$ cat src/hw/rtl/assert_macros.svh
// Assertion macros shared by the RTL that checks itself.
`ifndef ASSERT_MACROS_SVH
`define ASSERT_MACROS_SVH

// Same-cycle implication, disabled during reset.
`define ASSERT_SAME(label, clk, rst, ante, cons, msg) \
  label: assert property (@(posedge clk) disable iff (rst) (ante) |-> (cons)) \
    else $error(msg);

// Next-cycle implication, disabled during reset.
`define ASSERT_NEXT(label, clk, rst, ante, cons, msg) \
  label: assert property (@(posedge clk) disable iff (rst) (ante) |=> (cons)) \
    else $error(msg);

`endif

$ cat src/hw/rtl/fwsd_pkg.sv
// Types, constants and codes shared by the FIR filter with silence detection.
package fwsd_pkg;

  localparam int MAX_TAPS_DEFAULT = 64;
  localparam int SAMPLE_WIDTH = 16;
  localparam int FRAC_BITS = SAMPLE_WIDTH - 1;
  localparam int TAP_COUNT_W = 7;
  localparam int ACC_W = 2 * SAMPLE_WIDTH + TAP_COUNT_W;
  localparam int PADDR_W = 3;
  localparam int PDATA_W = 32;

  localparam logic [TAP_COUNT_W-1:0] TAP_RESET = TAP_COUNT_W'(64);
  localparam logic [PADDR_W-3:0] REG_TAP_COUNT = '0;

  localparam logic signed [ACC_W-1:0] ROUND_HALF = ACC_W'(1 << (FRAC_BITS - 1));
  localparam logic signed [ACC_W-1:0] SAT_HI = ACC_W'((1 << (SAMPLE_WIDTH - 1)) - 1);
  localparam logic signed [ACC_W-1:0] SAT_LO = ~SAT_HI;

  typedef enum logic [1:0] {
    CMD_SAMPLE = 2'd0,
    CMD_COEF   = 2'd1,
    CMD_CLEAR  = 2'd2
  } cmd_t;

  typedef struct packed {
    logic [1:0]                     cmd;
    logic signed [SAMPLE_WIDTH-1:0] sample;
    logic [5:0]                     coef_index;
    logic signed [SAMPLE_WIDTH-1:0] coef_value;
  } in_req_t;

  typedef struct packed {
    logic signed [SAMPLE_WIDTH-1:0] sample_out;
    logic                           quiet;
  } out_res_t;

  typedef struct packed {
    logic start_sample;
    logic coef_write;
    logic start_clear;
    logic sweep_hist;
    logic sweep_coef;
    logic issue;
    logic finish;
  } ctrl_cmd_t;

  typedef struct packed {
    logic sweep_last;
    logic tap_last;
    logic pipe_busy;
    logic out_free;
  } ctrl_status_t;

endpackage

$ cat src/hw/rtl/fwsd_ctrl.sv
// Controller state machine: sequences sweeps, tap reads, drain and result load.
module fwsd_ctrl (
  input  logic                   clk,
  input  logic                   rst,
  input  logic                   in_valid,
  input  logic [1:0]             req_cmd,
  output logic                   in_stall,
  input  fwsd_pkg::ctrl_status_t status,
  output fwsd_pkg::ctrl_cmd_t    cmd
);
  import fwsd_pkg::*;

  typedef enum logic [5:0] {
    ST_INIT   = 6'b000001,
    ST_IDLE   = 6'b000010,
    ST_MAC    = 6'b000100,
    ST_DRAIN  = 6'b001000,
    ST_FINISH = 6'b010000,
    ST_CLEAR  = 6'b100000
  } state_t;

  state_t state;
  state_t state_next;

  always_ff @(posedge clk) begin
    if (rst) begin
      state <= ST_INIT;
    end else begin
      state <= state_next;
    end
  end

  always_comb begin
    state_next = state;
    cmd        = '0;
    in_stall   = 1'b1;
    unique case (state)
      ST_INIT: begin
        cmd.sweep_hist = 1'b1;
        cmd.sweep_coef = 1'b1;
        if (status.sweep_last) begin
          state_next = ST_IDLE;
        end
      end
      ST_IDLE: begin
        in_stall = 1'b0;
        if (in_valid) begin
          unique case (req_cmd)
            CMD_SAMPLE: begin
              cmd.start_sample = 1'b1;
              state_next       = ST_MAC;
            end
            CMD_COEF: begin
              cmd.coef_write = 1'b1;
            end
            CMD_CLEAR: begin
              cmd.start_clear = 1'b1;
              state_next      = ST_CLEAR;
            end
            default: begin
              state_next = ST_IDLE;
            end
          endcase
        end
      end
      ST_MAC: begin
        cmd.issue = 1'b1;
        if (status.tap_last) begin
          state_next = ST_DRAIN;
        end
      end
      ST_DRAIN: begin
        if (!status.pipe_busy) begin
          state_next = ST_FINISH;
        end
      end
      ST_FINISH: begin
        if (status.out_free) begin
          cmd.finish = 1'b1;
          state_next = ST_IDLE;
        end
      end
      ST_CLEAR: begin
        cmd.sweep_hist = 1'b1;
        if (status.sweep_last) begin
          state_next = ST_IDLE;
        end
      end
      default: begin
        state_next = ST_IDLE;
      end
    endcase
  end

endmodule

$ cat src/hw/rtl/fwsd_datapath.sv
// Datapath: history and coefficient memories, shared multiply-accumulate, output register.
module fwsd_datapath #(
  parameter int MAX_TAPS = fwsd_pkg::MAX_TAPS_DEFAULT
) (
  input  logic                                clk,
  input  logic                                rst,
  input  logic [fwsd_pkg::TAP_COUNT_W-1:0]    tap_count,
  input  fwsd_pkg::in_req_t                   in_data,
  input  fwsd_pkg::ctrl_cmd_t                 cmd,
  output fwsd_pkg::ctrl_status_t              status,
  input  logic                                out_stall,
  output logic                                out_valid,
  output fwsd_pkg::out_res_t                  out_data
);
  import fwsd_pkg::*;

  localparam int AW = (MAX_TAPS > 1) ? $clog2(MAX_TAPS) : 1;
  localparam logic [AW-1:0] LAST_ADDR = AW'(MAX_TAPS - 1);

  logic signed [SAMPLE_WIDTH-1:0] hist_mem [MAX_TAPS];
  logic signed [SAMPLE_WIDTH-1:0] coef_mem [MAX_TAPS];

  logic [TAP_COUNT_W-1:0]         taps;
  logic [TAP_COUNT_W-1:0]         k;
  logic [TAP_COUNT_W-1:0]         zero_run;
  logic [TAP_COUNT_W-1:0]         zero_run_next;
  logic [TAP_COUNT_W:0]           run_inc;
  logic [AW-1:0]                  wp;
  logic [AW-1:0]                  wp_next;
  logic [AW-1:0]                  slot;
  logic [AW-1:0]                  sweep_addr;
  logic [AW-1:0]                  hist_waddr;
  logic [AW-1:0]                  coef_waddr;
  logic signed [SAMPLE_WIDTH-1:0] hist_wdata;
  logic signed [SAMPLE_WIDTH-1:0] coef_wdata;
  logic signed [SAMPLE_WIDTH-1:0] hist_rdata;
  logic signed [SAMPLE_WIDTH-1:0] coef_rdata;
  logic                           hist_we;
  logic                           coef_we;
  logic                           coef_in_range;
  logic                           sweep_last;
  logic                           rd_valid;
  logic                           prod_valid;
  logic signed [2*SAMPLE_WIDTH-1:0] prod;
  logic signed [ACC_W-1:0]        acc;
  logic signed [ACC_W-1:0]        rnd;
  logic signed [ACC_W-1:0]        shifted;
  logic signed [SAMPLE_WIDTH-1:0] rounded;
  logic                           quiet_q;

  always_comb begin
    priority if (tap_count == '0) begin
      taps = TAP_COUNT_W'(1);
    end else if (32'(tap_count) > MAX_TAPS) begin
      taps = TAP_COUNT_W'(MAX_TAPS);
    end else begin
      taps = tap_count;
    end
  end

  assign run_inc = (TAP_COUNT_W + 1)'(zero_run) + (TAP_COUNT_W + 1)'(1);

  always_comb begin
    if (in_data.sample == '0) begin
      zero_run_next = (run_inc < {1'b0, taps}) ? run_inc[TAP_COUNT_W-1:0] : taps;
    end else begin
      zero_run_next = '0;
    end
  end

  assign wp_next       = (wp == LAST_ADDR) ? '0 : wp + 1'b1;
  assign sweep_last    = (sweep_addr == LAST_ADDR);
  assign coef_in_range = (32'(in_data.coef_index) < MAX_TAPS);

  assign hist_we    = cmd.sweep_hist | cmd.start_sample;
  assign hist_waddr = cmd.sweep_hist ? sweep_addr : wp;
  assign hist_wdata = cmd.sweep_hist ? '0 : in_data.sample;

  assign coef_we    = cmd.sweep_coef | (cmd.coef_write & coef_in_range);
  assign coef_waddr = cmd.sweep_coef ? sweep_addr : AW'(in_data.coef_index);
  assign coef_wdata = cmd.sweep_coef ? '0 : in_data.coef_value;

  always_ff @(posedge clk) begin
    if (hist_we) begin
      hist_mem[hist_waddr] <= hist_wdata;
    end
    hist_rdata <= hist_mem[slot];
  end

  always_ff @(posedge clk) begin
    if (coef_we) begin
      coef_mem[coef_waddr] <= coef_wdata;
    end
    coef_rdata <= coef_mem[AW'(k)];
  end

  always_ff @(posedge clk) begin
    if (rst) begin
      wp         <= '0;
      sweep_addr <= '0;
      zero_run   <= TAP_RESET;
      k          <= '0;
      rd_valid   <= 1'b0;
      prod_valid <= 1'b0;
      out_valid  <= 1'b0;
    end else begin
      rd_valid   <= cmd.issue;
      prod_valid <= rd_valid;
      if (cmd.sweep_hist) begin
        sweep_addr <= sweep_last ? '0 : sweep_addr + 1'b1;
      end
      if (cmd.start_sample) begin
        wp       <= wp_next;
        zero_run <= zero_run_next;
        k        <= '0;
      end else if (cmd.issue) begin
        k <= k + 1'b1;
      end
      if (cmd.start_clear) begin
        wp       <= '0;
        zero_run <= taps;
      end
      if (cmd.finish) begin
        out_valid <= 1'b1;
      end else if (!out_stall) begin
        out_valid <= 1'b0;
      end
    end
  end

  always_ff @(posedge clk) begin
    prod <= hist_rdata * coef_rdata;
    if (cmd.start_sample) begin
      slot    <= wp;
      quiet_q <= (zero_run_next >= taps);
      acc     <= '0;
    end else begin
      if (cmd.issue) begin
        slot <= (slot == '0) ? LAST_ADDR : slot - 1'b1;
      end
      if (prod_valid) begin
        acc <= acc + ACC_W'(prod);
      end
    end
    if (cmd.finish) begin
      out_data.sample_out <= rounded;
      out_data.quiet      <= quiet_q;
    end
  end

  always_comb begin
    rnd     = acc + ROUND_HALF;
    shifted = rnd >>> FRAC_BITS;
    priority if (shifted > SAT_HI) begin
      rounded = SAMPLE_WIDTH'(SAT_HI);
    end else if (shifted < SAT_LO) begin
      rounded = SAMPLE_WIDTH'(SAT_LO);
    end else begin
      rounded = SAMPLE_WIDTH'(shifted);
    end
  end

  assign status.sweep_last = sweep_last;
  assign status.tap_last   = (k == taps - 1'b1);
  assign status.pipe_busy  = rd_valid | prod_valid;
  assign status.out_free   = !out_valid || !out_stall;

endmodule

$ cat src/hw/rtl/fir_filter_with_silence_detect.sv
// Direct-form FIR filter over Q1.15 samples with zero-run silence detection.
// For a sample request, tap_count is clamped to 1..MAX_TAPS taps: one shared
// multiplier walks the taps at one per cycle out of the history and coefficient
// memories, then the read and multiply stages drain and the rounded sum is
// loaded into the output register. The next request is accepted in the cycle
// after the load; a result still held in the output register delays the load
// and stalls the input. A coefficient write produces no result and does not
// stall the input; a clear zeroes the history and produces no result. After
// reset the block stalls its input while it zeroes both memories. The output
// register holds a finished result while the next request is accepted.
// tap_count is read over the register port at byte address 0 and should be
// written only while idle.
module fir_filter_with_silence_detect #(
  parameter int MAX_TAPS = fwsd_pkg::MAX_TAPS_DEFAULT
) (
  input  logic                           clk,
  input  logic                           rst,
  input  logic                           psel,
  input  logic                           penable,
  input  logic                           pwrite,
  input  logic [fwsd_pkg::PADDR_W-1:0]   paddr,
  input  logic [fwsd_pkg::PDATA_W-1:0]   pwdata,
  output logic [fwsd_pkg::PDATA_W-1:0]   prdata,
  output logic                           pready,
  input  logic                           in_valid,
  output logic                           in_stall,
  input  fwsd_pkg::in_req_t              in_data,
  output logic                           out_valid,
  input  logic                           out_stall,
  output fwsd_pkg::out_res_t             out_data
);
  import fwsd_pkg::*;

`include "assert_macros.svh"

  logic [TAP_COUNT_W-1:0] tap_count;
  logic                   reg_hit;
  logic                   long_req;
  ctrl_cmd_t              ctrl_cmd;
  ctrl_status_t           ctrl_status;

  assign pready  = 1'b1;
  assign reg_hit = (paddr[PADDR_W-1:2] == REG_TAP_COUNT);
  assign prdata  = reg_hit ? PDATA_W'(tap_count) : '0;

  always_ff @(posedge clk) begin
    if (rst) begin
      tap_count <= TAP_RESET;
    end else if (psel && penable && pwrite && pready && reg_hit) begin
      tap_count <= pwdata[TAP_COUNT_W-1:0];
    end
  end

  fwsd_ctrl u_ctrl (
    .clk      (clk),
    .rst      (rst),
    .in_valid (in_valid),
    .req_cmd  (in_data.cmd),
    .in_stall (in_stall),
    .status   (ctrl_status),
    .cmd      (ctrl_cmd)
  );

  fwsd_datapath #(
    .MAX_TAPS (MAX_TAPS)
  ) u_datapath (
    .clk       (clk),
    .rst       (rst),
    .tap_count (tap_count),
    .in_data   (in_data),
    .cmd       (ctrl_cmd),
    .status    (ctrl_status),
    .out_stall (out_stall),
    .out_valid (out_valid),
    .out_data  (out_data)
  );

  assign long_req = in_valid && !in_stall &&
                    (in_data.cmd == CMD_SAMPLE || in_data.cmd == CMD_CLEAR);

  `ASSERT_SAME(a_room, clk, rst, ctrl_cmd.finish, ctrl_status.out_free, "finish with result held")
  `ASSERT_SAME(a_load, clk, rst, $rose(out_valid), $past(ctrl_cmd.finish), "no finish")
  `ASSERT_NEXT(a_busy, clk, rst, long_req, in_stall, "input open after sample or clear")

endmodule

$ cat config.mk
export PLATFORM = sky130hd
export DESIGN_NAME = fir_filter_with_silence_detect
export DESIGN_NICKNAME = d
export VERILOG_FILES = /design/src/hw/rtl/fwsd_pkg.sv /design/src/hw/rtl/fwsd_ctrl.sv /design/src/hw/rtl/fwsd_datapath.sv /design/src/hw/rtl/fir_filter_with_silence_detect.sv
export VERILOG_INCLUDE_DIRS = /design/src /design/src/hw/rtl
export SDC_FILE = /design/constraint.sdc
export NUM_CORES = 2
export LEC_CHECK = 0
export BUFFER_PORTS_ARGS = -buffer_cell sky130_fd_sc_hd__buf_2
export CAP_MARGIN = 20
export CORE_MARGIN = 2
export CORE_UTILIZATION = 35
export CTS_CLUSTER_DIAMETER = 150
export DETAILED_ROUTE_END_ITERATION = 16
export GPL_ROUTABILITY_DRIVEN = 0
export GPL_TIMING_DRIVEN = 0
export PLACE_DENSITY = 0.5
export SYNTH_ARGS = -nofsm -noshare
export SYNTH_HDL_FRONTEND = slang
export SYNTH_SLANG_ARGS = --single-unit
$ cat constraint.sdc
create_clock -name clk -period 6.35 [get_ports clk]
set_input_delay 1.27 -clock clk [delete_from_list [all_inputs] [get_ports clk]]
set_output_delay 1.27 -clock clk [all_outputs]
set_load 0.03 [all_outputs]
==> run_summary.xml <==
<?xml version="1.0" encoding="UTF-8"?>
<metrics>
  <group name="floorplan">
    <metric name="die-height" unit="um">533</metric>
    <metric name="die_outline_area" unit="um^2">284000</metric>
    <metric name="die-width" unit="um">533</metric>
    <metric name="ios" unit="">134</metric>
    <metric name="placeableCoreArea" unit="um^2">279000</metric>
    <metric name="rows" unit="">194</metric>
    <metric name="initial_core_util" unit="%">35.1</metric>
  </group>
  <group name="clock_network">
    <metric name="cts-root-buf" unit="">sky130_fd_sc_hd__clkbuf_16</metric>
    <metric name="clockBufferDepth" unit="">4</metric>
    <metric name="cts_hold_buf" unit="">0</metric>
    <metric name="insertion_delay" unit="ns">0.94</metric>
    <metric name="path_clk_slew" unit="ns">0.06</metric>
    <metric name="cts.sink_count" unit="">2217</metric>
    <metric name="clock_tree_from_tritoncts" unit="">done</metric>
    <metric name="tritoncts.num_buffers" unit="">240</metric>
    <metric name="cts_max_level" unit="">4</metric>
  </group>
  <group name="detailed_routing">
    <metric name="vias" unit="">53100</metric>
    <metric name="antenna_left" unit="">0</metric>
    <metric name="drt_drc_violations_left" unit="">0</metric>
    <metric name="drt_pass1_iterations" unit="">5</metric>
    <metric name="route.detailed.wl_per_inst" unit="um">27.8</metric>
    <metric name="count_of_routing_violations_after_the_opening_detailed_route_iteration" unit="">5224</metric>
    <metric name="postRouteWirelength" unit="um">281000</metric>
    <metric name="avgViaCountPerCell" unit="">5.26</metric>
  </group>
  <group name="sta">
    <metric name="rsz0062_at_grt" unit="">false</metric>
    <metric name="fin_crit_sh" unit="%">97.0</metric>
    <metric name="timing.final.max_slew_violations" unit="">0</metric>
    <metric name="timing.final.hold_violations" unit="">0</metric>
    <metric name="worst_slew_margin_rel" unit="%">18.4</metric>
    <metric name="worst_path_setup_slack_after_routing" unit="ns">0.188</metric>
    <metric name="finClkSkew" unit="ns">0.0892</metric>
    <metric name="setup_viol" unit="">0</metric>
    <metric name="fmaxAchievable" unit="MHz">162</metric>
    <metric name="layout_min_cycle_time" unit="ns">6.16</metric>
    <metric name="timing_worst_slew_pin_value" unit="ns">1.22</metric>
  </group>
  <group name="logic_synthesis">
    <metric name="ys_seq_area_share" unit="%">66.5</metric>
    <metric name="synthFlopType" unit="">sky130_fd_sc_hd__edfxtp_1</metric>
    <metric name="synth_top_area_share" unit="%">63.5</metric>
    <metric name="post-synth-top-area-cell" unit="">sky130_fd_sc_hd__edfxtp_1</metric>
    <metric name="syn-instance-count" unit="">5632</metric>
    <metric name="synthesis.area_per_instance" unit="um^2">17.4</metric>
    <metric name="synth_enable_flop_cells" unit="">2072</metric>
    <metric name="post_synth_most_frequent_cells" unit="">sky130_fd_sc_hd__edfxtp_1, sky130_fd_sc_hd__mux4_2, sky130_fd_sc_hd__nor2_1</metric>
    <metric name="synthesis.area" unit="um^2">97900</metric>
    <metric name="synth.yosys.warnings" unit="">0</metric>
    <metric name="synth-async-reset-ratio" unit="%">0</metric>
    <metric name="synthMostInstantiatedCell" unit="">sky130_fd_sc_hd__edfxtp_1</metric>
    <metric name="synthTopCellsByArea" unit="">sky130_fd_sc_hd__edfxtp_1, sky130_fd_sc_hd__mux4_2, sky130_fd_sc_hd__fa_1</metric>
    <metric name="yosysUniqueCellTypes" unit="">84</metric>
    <metric name="synth-seq-cells" unit="">2217</metric>
  </group>
  <group name="final_layout">
    <metric name="fraction_of_layout_instances_using_a_drive_strength_above_1" unit="%">23.0</metric>
    <metric name="area.growth.synth_to_final" unit="%">16.9</metric>
    <metric name="design.final.nets" unit="">6634</metric>
    <metric name="final_cell_count_no_fill" unit="">10100</metric>
    <metric name="final.fill_count" unit="">24900</metric>
  </group>
  <group name="setup_path">
    <metric name="critical_path_class" unit="">reg -&gt; reg</metric>
    <metric name="cp.arrival" unit="ns">6.90</metric>
    <metric name="worst-r2r-setup-slack" unit="ns">0.19</metric>
    <metric name="startpoint_type" unit="">flip-flop</metric>
    <metric name="crit_path_max_fanout" unit="">10</metric>
    <metric name="crit-reg2reg-capture" unit="">u_datapath.prod[31]</metric>
    <metric name="timing.critical_path.to" unit="">u_datapath.prod[31]</metric>
    <metric name="rr_startpoint" unit="">u_datapath.hist_rdata[13]</metric>
    <metric name="timing.reg2reg.worst_path_depth" unit="">22</metric>
    <metric name="start_point_of_the_critical_path" unit="">u_datapath.hist_rdata[13]</metric>
    <metric name="endpoint_kind" unit="">flip-flop</metric>
    <metric name="cp.required" unit="ns">7.09</metric>
  </group>
  <group name="global_route">
    <metric name="global_route_wire_length_before_repair" unit="um">398000</metric>
    <metric name="globalRouteOverflowTotal" unit="">0</metric>
    <metric name="first_global_vias" unit="">53900</metric>
    <metric name="track_usage" unit="%">19.5</metric>
    <metric name="largest_net_degree_at_the_start_of_global_routing" unit="">65</metric>
    <metric name="number_of_antenna_violations_at_the_first_check_in_global_routing" unit="">37</metric>
  </group>
  <group name="min_path">
    <metric name="timing.hold.worst.class" unit="">reg -&gt; reg</metric>
    <metric name="hold_path_cells" unit="">0</metric>
  </group>
  <group name="placed_design">
    <metric name="place.detailed.instances" unit="">9622</metric>
    <metric name="dp_hpwl" unit="um">200000</metric>
    <metric name="dp_slack" unit="ns">-0.818</metric>
    <metric name="buffer_ports.inserted" unit="">80</metric>
  </group>
  <group name="job">
    <metric name="timing.max_cap.violations" unit="">0</metric>
  </group>
  <group name="run_status">
    <metric name="status" unit="">finished clean</metric>
  </group>
</metrics>
[layout by cell type, fill, tap and decap left out, types with 108 or more instances in the layout]
cell type                   instances
sky130_fd_sc_hd__nor2_1           225
sky130_fd_sc_hd__a21oi_1          115
sky130_fd_sc_hd__mux2i_1          245
sky130_fd_sc_hd__buf_8            111
sky130_fd_sc_hd__clkbuf_1         188
sky130_fd_sc_hd__inv_1            337
sky130_fd_sc_hd__buf_2            142
sky130_fd_sc_hd__nor2_2           130
sky130_fd_sc_hd__mux4_2           508
sky130_fd_sc_hd__and2_1           134
sky130_fd_sc_hd__nand2_1          205
sky130_fd_sc_hd__fa_1             260
sky130_fd_sc_hd__ha_1             139
sky130_fd_sc_hd__clkbuf_16        243
sky130_fd_sc_hd__edfxtp_1        2072
sky130_fd_sc_hd__o21ai_0          108
sky130_fd_sc_hd__dfxtp_1          116
[cells by family (layout without fill, tap and decap cells)]
kind of cell | after synthesis | in the layout | synth area share (%)
compound gates | 536 | 536 | 3.62
fa+ha+maj | 404 | 404 | 7.18
xor+xnor | 108 | 108 | 0.966
other cells | 2 | 37 | 0.00767
buf+inv | 627 | 1318 | 2.63
mux | 759 | 759 | 14.3
flops | 2217 | 2217 | 66.5
simple gates | 979 | 979 | 4.84
[through the flow]
step / util, % / hold slack, ns / TNS [ns] / instance area, um^2
after floorplan: - / 0.400 / 0 / 98000
after global routing: 41.0 / 0.429 / 0 / 114000
after detailed placement: 38.1 / 0.411 / -4.59 / 106000
after CTS: 41.0 / 0.415 / 0 / 114000
after global placement: 37.0 / 0.402 / -4.49 / 103000
final: 41.1 / 0.419 / 0 / 114000
[how the worst min path moves through the flow]
stage,startpoint,to,slack [ns]
floorplan,u_datapath.quiet_q,u_datapath.out_data[0],0.40
global placement,u_datapath.quiet_q,u_datapath.out_data[0],0.40
detailed placement,u_datapath.quiet_q,u_datapath.out_data[0],0.41
CTS,u_datapath.quiet_q,u_datapath.out_data[0],0.42
global route,u_datapath.quiet_q,u_datapath.out_data[0],0.43
finish,u_datapath.quiet_q,u_datapath.out_data[0],0.42
[critical path, cell delays in order (launching register included)]
cell and delay [ns]:
sky130_fd_sc_hd__dfxtp_2 0.39, sky130_fd_sc_hd__clkbuf_2 0.26, sky130_fd_sc_hd__and2_1 0.22, sky130_fd_sc_hd__fa_1 0.54, sky130_fd_sc_hd__inv_1 0.05, sky130_fd_sc_hd__fa_1 0.45, sky130_fd_sc_hd__fa_1 0.52, sky130_fd_sc_hd__inv_1 0.05
sky130_fd_sc_hd__fa_1 0.49, sky130_fd_sc_hd__fa_1 0.49, sky130_fd_sc_hd__inv_1 0.04, sky130_fd_sc_hd__fa_1 0.47, sky130_fd_sc_hd__inv_1 0.04, sky130_fd_sc_hd__ha_2 0.30, sky130_fd_sc_hd__a21o_1 0.17, sky130_fd_sc_hd__a21o_1 0.16
sky130_fd_sc_hd__a21oi_1 0.21, sky130_fd_sc_hd__o221ai_2 0.14, sky130_fd_sc_hd__a32oi_4 0.25, sky130_fd_sc_hd__a21oi_2 0.12, sky130_fd_sc_hd__a221o_1 0.35, sky130_fd_sc_hd__a21oi_2 0.18, sky130_fd_sc_hd__xnor2_2 0.11
[routing by layer]
metal | GRT usage [%] | routed length (um) | vias to the layer above
met4 | 6.68 | 10000 | 4
met2 | 32.9 | 140000 | 1619
met3 | 2.89 | 15300 | 414
met5 | 0 | 27 | -
li1 | - | - | 22800
met1 | 25.6 | 116000 | 28300
[state kept, by name, indices dropped and copies added (netlist names), 7 cells and up]
name                   cells
u_datapath.coef_mem     1024
u_datapath.zero_run        7
u_datapath.k               7
u_datapath.coef_rdata     16
u_datapath.prod           32
u_datapath.hist_mem     1024
tap_count                  7
u_datapath.out_data       17
u_datapath.hist_rdata     16
u_datapath.acc            39
[timing repair]
action                     in CTS  in global routing
gates resized for setup        98                 41
setup endpoints to repair      13                  6
buffers inserted                1                  3
pin swaps                       2                  7
[area by class of cell]
class                      instances  area, um^2  area share, %
antenna                           11        27.5         0.0240
buffer                           287        1440           1.26
clock buffer                     304        6340           5.54
clock inverter                   137        1450           1.26
inverter                         339        1270           1.11
multi-input combinational       2812       30800           26.9
sequential                      2217       65200           56.9
tap                             3724        4660           4.07
timing repair buffer             251        3320           2.90
Power is not shown: default switching activity piles up to over one toggle a cycle in this logic, so the estimate is an artifact.
